[config.mk]
export PLATFORM = sky130hd
export DESIGN_NAME = dempster_shafer_binary_combiner_core
export DESIGN_NICKNAME = d
export VERILOG_FILES = /design/src/sv/dsbc_pkg.sv /design/src/sv/dsbc_div_lane.sv /design/src/sv/dempster_shafer_binary_combiner_core.sv
export SDC_FILE = /design/constraint.sdc
export NUM_CORES = 2
export LEC_CHECK = 0
export BUFFER_PORTS_ARGS = -buffer_cell sky130_fd_sc_hd__buf_2
export CORE_UTILIZATION = 63
export CTS_CLUSTER_DIAMETER = 100
export DETAILED_ROUTE_END_ITERATION = 10
export GPL_TIMING_DRIVEN = 0
export PLACE_DENSITY = 0.81
export SKIP_CTS_REPAIR_TIMING = 1
export SLEW_MARGIN = 20
export SYNTH_ARGS = -nofsm -noshare
export SYNTH_HDL_FRONTEND = slang
export SYNTH_SLANG_ARGS = --single-unit
[constraint.sdc]
create_clock -name clk_i -period 6.3 [get_ports clk_i]
set_input_delay 1.26 -clock clk_i [delete_from_list [all_inputs] [get_ports clk_i]]
set_output_delay 1.26 -clock clk_i [all_outputs]
set_load 0.005 [all_outputs]
[src/sv/dsbc_pkg.sv]
// shared constants and types for the dempster-shafer binary combiner
// used by dsbc_div_lane and dempster_shafer_binary_combiner_core
`timescale 1ns / 1ps

package dsbc_pkg;

  // width of every mass field on the ports and in the combined state
  localparam int MASS_W = 16;
  // quotient bits produced per normalization (one more than a mass, for the cap)
  localparam int QUO_W = 17;
  // bit-serial multiply steps: widest multiplier operand is a sum of three masses
  localparam int MUL_STEPS = 18;
  // product accumulators: sum of several 18 x 18 bit products
  localparam int ACC_W = 37;
  // step counter, holds up to MUL_STEPS - 1
  localparam int CNT_W = 5;

  // control from the sequencer to each division lane
  typedef struct packed {
    logic load;
    logic step;
  } div_ctrl_t;

endpackage

[src/sv/dsbc_div_lane.sv]
// one radix-2 restoring division lane: cap((num << FRAC_BITS) / den)
// depends on dsbc_pkg
`timescale 1ns / 1ps

module dsbc_div_lane #(
  parameter int FRAC_BITS = 15
) (
  input  logic                         clk_i,
  input  logic                         rst_ni,
  input  dsbc_pkg::div_ctrl_t          ctrl_i,
  input  logic [dsbc_pkg::MASS_W-1:0]  num_i,
  input  logic [FRAC_BITS:0]           den_i,
  output logic [dsbc_pkg::MASS_W-1:0]  quo_o
);

  localparam int NW = dsbc_pkg::MASS_W + FRAC_BITS;
  localparam int RW = FRAC_BITS + 2;
  localparam int DW = FRAC_BITS + 1;
  localparam int QW = dsbc_pkg::QUO_W;
  localparam logic [63:0] ONE_64 = 64'd1 << FRAC_BITS;
  localparam logic [dsbc_pkg::MASS_W-1:0] SAT =
    (FRAC_BITS <= 15) ? dsbc_pkg::MASS_W'(ONE_64) : '1;

  logic [NW-1:0] dividend;
  logic [RW-1:0] rem_q;
  logic [QW-1:0] low_q;
  logic [QW-1:0] quo_q;
  logic [DW-1:0] den_q;
  logic          ovf_q;
  logic [RW-1:0] rem_sh;
  logic          fits;

  assign dividend = {num_i, {FRAC_BITS{1'b0}}};
  assign rem_sh   = {rem_q[RW-2:0], low_q[QW-1]};
  assign fits     = rem_sh >= RW'(den_q);

  always_ff @(posedge clk_i or negedge rst_ni) begin
    if (!rst_ni) begin
      ovf_q <= 1'b0;
    end else if (ctrl_i.load) begin
      // quotient of 2^17 or more ends up at the cap anyway
      ovf_q <= (dividend >> QW) >= NW'(den_i);
    end
  end

  always_ff @(posedge clk_i) begin
    if (ctrl_i.load) begin
      rem_q <= RW'(dividend >> QW);
      low_q <= dividend[QW-1:0];
      den_q <= den_i;
      quo_q <= '0;
    end else if (ctrl_i.step) begin
      rem_q <= fits ? (rem_sh - RW'(den_q)) : rem_sh;
      low_q <= {low_q[QW-2:0], 1'b0};
      quo_q <= {quo_q[QW-2:0], fits};
    end
  end

  assign quo_o = (ovf_q || (quo_q > QW'(SAT))) ? SAT : quo_q[dsbc_pkg::MASS_W-1:0];

endmodule

[src/sv/dempster_shafer_binary_combiner_core.sv]
// combined evidence over {yes,no}: bit-serial multiply-accumulate, then
// bit-serial division in three lanes; an output register holds each result
// path to out_valid_o: a combination runs multiply, setup, divide and writeback, total
// conflict skips divide and writeback, a start item goes straight to done; each may then
// wait for the output register to drain; a new item is taken only once that result is loaded
// reset: combined state becomes vacuous belief (either = one, others zero), no result pending
`timescale 1ns / 1ps

module dempster_shafer_binary_combiner_core #(
  parameter int FRAC_BITS = 15
) (
  input  logic                         clk_i,
  input  logic                         rst_ni,
  // evidence channel
  input  logic                         in_valid_i,
  output logic                         in_ready_o,
  input  logic                         start_req_i,
  input  logic [dsbc_pkg::MASS_W-1:0]  mass_yes_i,
  input  logic [dsbc_pkg::MASS_W-1:0]  mass_no_i,
  input  logic [dsbc_pkg::MASS_W-1:0]  mass_either_i,
  input  logic [dsbc_pkg::MASS_W-1:0]  mass_empty_i,
  // result channel
  output logic                         out_valid_o,
  input  logic                         out_ready_i,
  output logic [dsbc_pkg::MASS_W-1:0]  belief_o,
  output logic [dsbc_pkg::MASS_W-1:0]  plausibility_o,
  output logic [dsbc_pkg::MASS_W-1:0]  either_mass_o,
  output logic [dsbc_pkg::MASS_W-1:0]  conflict_mass_o,
  output logic                         total_conflict_o
);

  localparam int MW = dsbc_pkg::MASS_W;
  localparam int AW = dsbc_pkg::ACC_W;
  localparam int SW = dsbc_pkg::MUL_STEPS;
  localparam int CW = dsbc_pkg::CNT_W;
  // common compare width: holds any accumulator and one
  localparam int XW = AW + 1;
  localparam int DW = FRAC_BITS + 1;
  localparam logic [XW-1:0] ONE_X = XW'(64'd1 << FRAC_BITS);
  localparam logic [MW-1:0] SAT   = (FRAC_BITS <= 15) ? MW'(ONE_X) : '1;

  typedef enum logic [2:0] {
    ST_IDLE,
    ST_MUL,
    ST_SETUP,
    ST_DIV,
    ST_WB,
    ST_DONE
  } state_e;

  state_e state_q;

  // combined state
  logic [MW-1:0] comb_yes_q, comb_no_q, comb_either_q, comb_empty_q;
  // captured evidence and its pre-added multiplicands
  logic [MW-1:0] y2_q, n2_q;
  logic [MW:0]   yt2_q, nt2_q;
  logic [MW+1:0] s2_q;
  logic [MW-1:0] t2_q, e2_q;
  // multiplier shift registers, msb first
  logic [SW-1:0] my_q, mn_q, mt_q, me_q, ms_q;
  logic [AW-1:0] acc_y_q, acc_n_q, acc_t_q, acc_e_q;
  logic [CW-1:0] cnt_q;
  logic [MW-1:0] conflict_q;
  logic          flag_q;
  // output register
  logic          out_valid_q;
  logic [MW-1:0] belief_q, plaus_q, either_q, conflict_out_q;
  logic          total_q;

  logic                in_fire;
  logic [AW-1:0]       add_y, add_n, add_t, add_e;
  logic [XW-1:0]       qy, qn, qt, qe;
  logic                qe_lt_one;
  logic [DW-1:0]       denom;
  logic [MW-1:0]       cap_y, cap_n, cap_t, cap_e;
  logic [MW-1:0]       quo_y, quo_n, quo_t;
  logic [MW-1:0]       plaus;
  dsbc_pkg::div_ctrl_t div_ctrl;

  function automatic logic [MW-1:0] cap_f(input logic [XW-1:0] v);
    return (v > XW'(SAT)) ? SAT : v[MW-1:0];
  endfunction

  assign in_ready_o = (state_q == ST_IDLE);
  assign in_fire    = in_valid_i && in_ready_o;

  // one partial-product row per cycle for each combined mass
  assign add_y = (my_q[SW-1] ? AW'(yt2_q) : '0) + (mt_q[SW-1] ? AW'(y2_q) : '0);
  assign add_n = (mn_q[SW-1] ? AW'(nt2_q) : '0) + (mt_q[SW-1] ? AW'(n2_q) : '0);
  assign add_t = mt_q[SW-1] ? AW'(t2_q) : '0;
  assign add_e = (my_q[SW-1] ? AW'(n2_q) : '0) + (mn_q[SW-1] ? AW'(y2_q) : '0)
               + (me_q[SW-1] ? AW'(s2_q) : '0) + (ms_q[SW-1] ? AW'(e2_q) : '0);

  // truncate the products back to the mass scale
  assign qy = XW'(acc_y_q >> FRAC_BITS);
  assign qn = XW'(acc_n_q >> FRAC_BITS);
  assign qt = XW'(acc_t_q >> FRAC_BITS);
  assign qe = XW'(acc_e_q >> FRAC_BITS);

  assign cap_y     = cap_f(qy);
  assign cap_n     = cap_f(qn);
  assign cap_t     = cap_f(qt);
  assign cap_e     = cap_f(qe);
  assign qe_lt_one = qe < ONE_X;
  assign denom     = DW'(ONE_X - qe);

  assign div_ctrl.load = (state_q == ST_SETUP) && qe_lt_one;
  assign div_ctrl.step = (state_q == ST_DIV);

  dsbc_div_lane #(.FRAC_BITS(FRAC_BITS)) u_div_yes (
    .clk_i  (clk_i),
    .rst_ni (rst_ni),
    .ctrl_i (div_ctrl),
    .num_i  (cap_y),
    .den_i  (denom),
    .quo_o  (quo_y)
  );

  dsbc_div_lane #(.FRAC_BITS(FRAC_BITS)) u_div_no (
    .clk_i  (clk_i),
    .rst_ni (rst_ni),
    .ctrl_i (div_ctrl),
    .num_i  (cap_n),
    .den_i  (denom),
    .quo_o  (quo_n)
  );

  dsbc_div_lane #(.FRAC_BITS(FRAC_BITS)) u_div_either (
    .clk_i  (clk_i),
    .rst_ni (rst_ni),
    .ctrl_i (div_ctrl),
    .num_i  (cap_t),
    .den_i  (denom),
    .quo_o  (quo_t)
  );

  // plausibility = one - no, floored at zero and capped
  assign plaus = (XW'(comb_no_q) >= ONE_X) ? '0 : cap_f(ONE_X - XW'(comb_no_q));

  // sequencer, combined state and output register
  always_ff @(posedge clk_i or negedge rst_ni) begin
    if (!rst_ni) begin
      state_q        <= ST_IDLE;
      cnt_q          <= '0;
      comb_yes_q     <= '0;
      comb_no_q      <= '0;
      comb_either_q  <= SAT;
      comb_empty_q   <= '0;
      conflict_q     <= '0;
      flag_q         <= 1'b0;
      out_valid_q    <= 1'b0;
      belief_q       <= '0;
      plaus_q        <= '0;
      either_q       <= '0;
      conflict_out_q <= '0;
      total_q        <= 1'b0;
    end else begin
      // result transaction taken, and no new result loaded at this edge
      if (out_valid_q && out_ready_i && (state_q != ST_DONE)) begin
        out_valid_q <= 1'b0;
      end
      case (state_q)
        ST_IDLE: begin
          if (in_fire) begin
            flag_q <= 1'b0;
            cnt_q  <= '0;
            if (start_req_i) begin
              // first evidence is taken as the combined state
              comb_yes_q    <= mass_yes_i;
              comb_no_q     <= mass_no_i;
              comb_either_q <= mass_either_i;
              comb_empty_q  <= mass_empty_i;
              conflict_q    <= mass_empty_i;
              state_q       <= ST_DONE;
            end else begin
              state_q <= ST_MUL;
            end
          end
        end
        ST_MUL: begin
          if (cnt_q == CW'(SW - 1)) begin
            cnt_q   <= '0;
            state_q <= ST_SETUP;
          end else begin
            cnt_q <= cnt_q + 1'b1;
          end
        end
        ST_SETUP: begin
          conflict_q <= cap_e;
          if (qe_lt_one) begin
            state_q <= ST_DIV;
          end else begin
            // total conflict: keep unnormalized masses
            comb_yes_q    <= cap_y;
            comb_no_q     <= cap_n;
            comb_either_q <= cap_t;
            comb_empty_q  <= cap_e;
            flag_q        <= 1'b1;
            state_q       <= ST_DONE;
          end
        end
        ST_DIV: begin
          if (cnt_q == CW'(dsbc_pkg::QUO_W - 1)) begin
            cnt_q   <= '0;
            state_q <= ST_WB;
          end else begin
            cnt_q <= cnt_q + 1'b1;
          end
        end
        ST_WB: begin
          comb_yes_q    <= quo_y;
          comb_no_q     <= quo_n;
          comb_either_q <= quo_t;
          comb_empty_q  <= '0;
          state_q       <= ST_DONE;
        end
        ST_DONE: begin
          // wait for the output register to be free
          if (!out_valid_q || out_ready_i) begin
            out_valid_q    <= 1'b1;
            belief_q       <= comb_yes_q;
            plaus_q        <= plaus;
            either_q       <= comb_either_q;
            conflict_out_q <= conflict_q;
            total_q        <= flag_q;
            state_q        <= ST_IDLE;
          end
        end
        default: begin
          state_q <= ST_IDLE;
        end
      endcase
    end
  end

  // multiply datapath: horner form, one multiplier bit per cycle
  always_ff @(posedge clk_i) begin
    if (in_fire) begin
      y2_q    <= mass_yes_i;
      n2_q    <= mass_no_i;
      t2_q    <= mass_either_i;
      e2_q    <= mass_empty_i;
      yt2_q   <= (MW+1)'(mass_yes_i) + (MW+1)'(mass_either_i);
      nt2_q   <= (MW+1)'(mass_no_i) + (MW+1)'(mass_either_i);
      s2_q    <= (MW+2)'(mass_yes_i) + (MW+2)'(mass_no_i)
               + (MW+2)'(mass_either_i) + (MW+2)'(mass_empty_i);
      my_q    <= SW'(comb_yes_q);
      mn_q    <= SW'(comb_no_q);
      mt_q    <= SW'(comb_either_q);
      me_q    <= SW'(comb_empty_q);
      ms_q    <= SW'(comb_yes_q) + SW'(comb_no_q) + SW'(comb_either_q);
      acc_y_q <= '0;
      acc_n_q <= '0;
      acc_t_q <= '0;
      acc_e_q <= '0;
    end else if (state_q == ST_MUL) begin
      my_q    <= {my_q[SW-2:0], 1'b0};
      mn_q    <= {mn_q[SW-2:0], 1'b0};
      mt_q    <= {mt_q[SW-2:0], 1'b0};
      me_q    <= {me_q[SW-2:0], 1'b0};
      ms_q    <= {ms_q[SW-2:0], 1'b0};
      acc_y_q <= {acc_y_q[AW-2:0], 1'b0} + add_y;
      acc_n_q <= {acc_n_q[AW-2:0], 1'b0} + add_n;
      acc_t_q <= {acc_t_q[AW-2:0], 1'b0} + add_t;
      acc_e_q <= {acc_e_q[AW-2:0], 1'b0} + add_e;
    end
  end

  assign out_valid_o      = out_valid_q;
  assign belief_o         = belief_q;
  assign plausibility_o   = plaus_q;
  assign either_mass_o    = either_q;
  assign conflict_mass_o  = conflict_out_q;
  assign total_conflict_o = total_q;

`ifndef SYNTHESIS
  // a new result is only loaded from the done state
  a_out_from_done: assert property (@(posedge clk_i) disable iff (!rst_ni)
    $rose(out_valid_q) |-> $past(state_q == ST_DONE))
    else $error("result loaded outside done state");

  // division only runs when the conflict was below one
  a_div_no_flag: assert property (@(posedge clk_i) disable iff (!rst_ni)
    (state_q == ST_DIV) |-> !flag_q)
    else $error("division running after total conflict");

  // a normalized writeback always clears the empty-set mass
  a_wb_clears_empty: assert property (@(posedge clk_i) disable iff (!rst_ni)
    (state_q == ST_WB) |=> (comb_empty_q == '0) && (state_q == ST_DONE))
    else $error("empty-set mass not cleared after normalization");

  // a start transaction loads the state and goes straight to the result
  a_start_load: assert property (@(posedge clk_i) disable iff (!rst_ni)
    (in_fire && start_req_i) |=>
      (state_q == ST_DONE) && (comb_yes_q == $past(mass_yes_i)) && !flag_q)
    else $error("start transaction did not load the combined state");

  // step counter stays inside the multiply length
  a_cnt_range: assert property (@(posedge clk_i) disable iff (!rst_ni)
    cnt_q < CW'(SW))
    else $error("step counter out of range");
`endif

endmodule

==> results by stage <==
CTS:
- The CTS clock-pin slew for the worst setup and hold paths is 0.06 ns.
- The clock net in this run drives a total of 633 sinks.
- The worst-case clock buffer depth is 3.
- The number of buffers inserted during clock tree synthesis is 70.
- The root buffer cell chosen for the clock tree is sky130_fd_sc_hd__clkbuf_16.
- The latest clock arrival within the worst-skew pair is 0.64 ns.
- The level count of the clock H-tree is 3.
- TritonCTS built the clock tree.

STA:
- Setup violations remaining at the end of the flow were counted as 0.
- Setup repair after global routing left no endpoint under its margin.
- The clock period minus final worst setup slack is 5.76 ns.
- Measured against its own limit, the worst slew margin works out to 22.1%.
- The final-layout setup total negative slack is 0 ns.
- The hold slack is 0.444 ns.
- The final critical-path setup slack is 0.540 ns.
- The max-slew violation total from the final report is 0.
- The final hold violation count came to 0.
- At the pin with the least slew margin, the transition time is 1.17 ns.
- The maximum clock skew at final layout is 0.0201 ns.
- The final period utilization is 91.4%.
- For this run, the top clock speed supported by timing is 174 MHz.

Logic synthesis:
- Synthesis instantiated 86 different standard cells from the library.
- The flip-flop and latch count after synthesis is 633.
- The post-synthesis cell count is 4218.
- The main flop type after synthesis is sky130_fd_sc_hd__edfxtp_1.
- The mapped netlist covers 38900 µm².
- The number of synthesis warnings is 0.
- The part of the Yosys area used for sequential elements is 41.3%.
- The post-synth net total is 4663.
- The share of synthesized registers carrying an async set or reset is 25.0%.
- In this run, synthesis inferred 262 flip-flops with an integrated enable.
- Each instance of the synthesized netlist takes up on average 9.23 µm².

Setup path:
- Counting both buffers and inverters, the worst setup path holds a total of 5.
- The arrival time reported for the critical path endpoint is 6.33 ns.
- The largest single stage delay on the critical path is 0.55 ns.
- The gate family responsible for the most delay along the worst path is adder cells.
- The endpoint class of the critical path is a register.
- The worst reg2reg path startpoint is my_q[17].
- The standard cell with the maximum stage delay on the critical path is sky130_fd_sc_hd__fa_1.
- Walking the worst path, the cells encountered are clkbuf_1 -> nand2_1 -> fa_1 -> inv_1 -> fa_1 -> inv_1 -> fa_1 -> inv_1 -> ha_1 -> inv_1 -> fa_1 -> nand2b_1 -> a31oi_1 -> o2111ai_1 -> a21oi_1 -> o211ai_1 -> a21oi_1 -> o21ai_0 -> nand3_1.
- STA classifies the critical path startpoint as a register.
- The depth of the worst register-to-register path is 19.
- The worst register-to-register path ends at acc_e_q[28].
- The data required time at the worst endpoint is 6.87 ns.
- The slack of the worst reg-to-reg path is 0.54 ns.
- Along the worst path, the maximum fanout reaches 10.
- The setup path with the least slack is of type reg2reg.

Worst hold path:
- The number of stages on the worst hold path is 2.
- The end of the worst hold path is mt_q[17].
- The worst min-delay path startpoint is mt_q[16].
- In this run the worst hold path is classified as reg2reg.

Final layout:
- In the final layout, the share of cells above drive strength 1 is 6.73%.
- Summing all multi-input logic gate instances after layout gives 21200 µm².
- Once layout is done, the placed cells without fillers occupy 43100 µm².
- Relative to the synthesized area, the layout overhead comes to 10.7%.
- The final layout net count is 4875.
- The most frequent standard cell in the layout excluding fill and tap cells is sky130_fd_sc_hd__nand2_1.
- The count of non-filler cells in the finished layout is 5276.
- Fill cells in the final layout number 4583.
- In the final layout, flip-flops and latches occupy 16100 µm².
- The library cells used most frequently in the layout, excluding fill and tap cells, are sky130_fd_sc_hd__nand2_1 (815), sky130_fd_sc_hd__o21ai_0 (307), sky130_fd_sc_hd__edfxtp_1 (262).

Route:
- The detail route stage leaves a number of antenna-violating nets equal to 0.
- The routed layout has 34100 vias.
- The number of search-and-repair iterations in the first detailed-routing pass is 10.
- The average wire length per cell after detail routing is 24.2 µm.
- After detailed routing, no signal wire sits above met5.
- For this run, design rule violations remaining after detail routing come to 0.
- In the routed layout, each cell is associated on average with a via count of 6.47.
- The length of routed met2 wiring is 54700 µm.
- Wires add up to 128000 µm.
- After the first detailed-routing iteration, the DRC count stood at 4866.
- The length of routed met3 wiring is 15900 µm.
- The wire length on met1 is 49000 µm.

Flow run:
- Across the run, the number of max-cap violations was 0.

Place:
- After detailed placement, the design holds a cell count of 5140.
- The HPWL reported at the end of detailed placement is 95100 µm.
- The last weighted congestion value of the routability-driven placer is 1.04.
- The number of port buffers is 135.
- The total placed instance area is 40700 µm².
- At the placement stage, the worst setup path has a slack of 0.623 ns.

GRT:
- The global-route wire length before repair is 191000 µm.
- The number of global-route vias before repair is 31900.
- The global-route total usage across every layer is 40.6%.
- Entering global routing, the biggest net connects 91 pins.
- The remaining global-route overflow is 0.
- The number of antenna violations at the first check in global routing came to 6.

Power and ir drop:
- The largest voltage drop on the vdd net is 0.000654 V.
- The areal power density over the cells is 636 nW/µm².
- For this design the static power due to leakage is 18.7 nW.

Floorplanning:
- The region available for standard cell placement spans 60700 µm².
- In this run the vertical extent of the chip is 251 µm.
- The floorplan has 90 rows.
- 136 I/O pins were placed.
- The overall die area is 62800 µm².
- The initial utilization of the core area, before any placement, comes to 64.1%.
- The horizontal extent of the die is 251 µm.

Run status:
- The run finished with clean final reports.
[sequential cells by signal, indices dropped and copies added, names as in the netlist, 17 cells and up]
| signal | flops |
|---|---|
| acc_e_q | 37 |
| acc_n_q | 37 |
| acc_t_q | 37 |
| acc_y_q | 37 |
| me_q | 18 |
| mn_q | 18 |
| ms_q | 18 |
| mt_q | 18 |
| my_q | 18 |
| nt2_q | 17 |
| s2_q | 18 |
| u_div_either.quo_q | 17 |
| u_div_no.quo_q | 17 |
| u_div_yes.quo_q | 17 |
| yt2_q | 17 |
[synthesized netlist by cell type, types with 50 or more instances]
library cell / n / area (µm²)
sky130_fd_sc_hd__a21oi_1: 228 / 1140
sky130_fd_sc_hd__dfrtp_1: 157 / 3930
sky130_fd_sc_hd__o21ai_0: 307 / 1540
sky130_fd_sc_hd__nor3_1: 80 / 400
sky130_fd_sc_hd__nor2_1: 173 / 649
sky130_fd_sc_hd__ha_1: 242 / 3030
sky130_fd_sc_hd__nand3_1: 135 / 676
sky130_fd_sc_hd__dfxtp_1: 213 / 4260
sky130_fd_sc_hd__inv_1: 222 / 833
sky130_fd_sc_hd__xnor2_1: 116 / 1020
sky130_fd_sc_hd__nand2_1: 815 / 3060
sky130_fd_sc_hd__a21o_1: 55 / 413
sky130_fd_sc_hd__and2_1: 152 / 951
sky130_fd_sc_hd__and3_1: 50 / 313
sky130_fd_sc_hd__edfxtp_1: 262 / 7870
sky130_fd_sc_hd__clkbuf_1: 187 / 702
sky130_fd_sc_hd__xor2_1: 94 / 823
sky130_fd_sc_hd__fa_1: 134 / 2680
[tightest hold or removal path, cell delays in order (launching register included)]
cell                      delay [ns]
sky130_fd_sc_hd__dfxtp_1        0.31
sky130_fd_sc_hd__nand2_1        0.05
sky130_fd_sc_hd__nand2_1        0.04
[stage by stage]
stage	power [W]	util [%]
final	0.0274	71.0
after global routing	0.0292	71.0
after CTS	0.0269	71.0
after detailed placement	0.0226	67.1
after global placement	0.0221	66.9
after floorplan	0.0182	-
[per-layer routing]
layer | track usage, % | vias up
met1 | 54.0 | 16500
met2 | 60.7 | 2049
met5 | 0 | -
met3 | 11.0 | 379
li1 | - | 15200
met4 | 21.6 | 2
[cell families after synthesis]
group | count (synthesis) | share of synthesized area [%]
XOR/XNOR | 210 | 4.72
AND/OR/NAND/NOR | 1601 | 18.9
multiplexers | 30 | 0.791
buffers and inverters | 433 | 4.21
AO/OA/AOI/OAI | 935 | 15.4
adder cells (fa/ha/maj) | 376 | 14.7
flip-flops | 633 | 41.3
[cell type report]
class | count | area share [%]
Antenna cell | 6 | 0.0348
Buffer | 209 | 1.88
Clock buffer | 94 | 4.61
Clock inverter | 36 | 0.798
Inverter | 224 | 1.95
Multi-Input combinational cell | 3152 | 49.2
Sequential cell | 633 | 37.3
Tap cell | 782 | 2.27
Timing Repair Buffer | 140 | 1.88
[worst max-delay path by stage]
stage	startpoint	cells past startpoint	slack, ns	end
after floorplan	in_valid_i	3	0.93	e2_q[0]
after detailed placement	mn_q[17]	19	0.62	acc_e_q[20]
after global placement	in_valid_i	4	-1.37	nt2_q[8]
after global routing	my_q[17]	19	0.12	acc_e_q[32]
final	my_q[17]	19	0.54	acc_e_q[28]
after CTS	mn_q[17]	17	0.59	acc_e_q[35]
[where the power goes]
group	total (W)	switching, W	internal [W]
Clock	0.00423	0.00181	0.00241
Combinational	0.0152	0.00944	0.00576
Sequential	0.00796	0.00155	0.00641
Total	0.0274	0.0128	0.0146
Power figures use the tool's default switching activity.
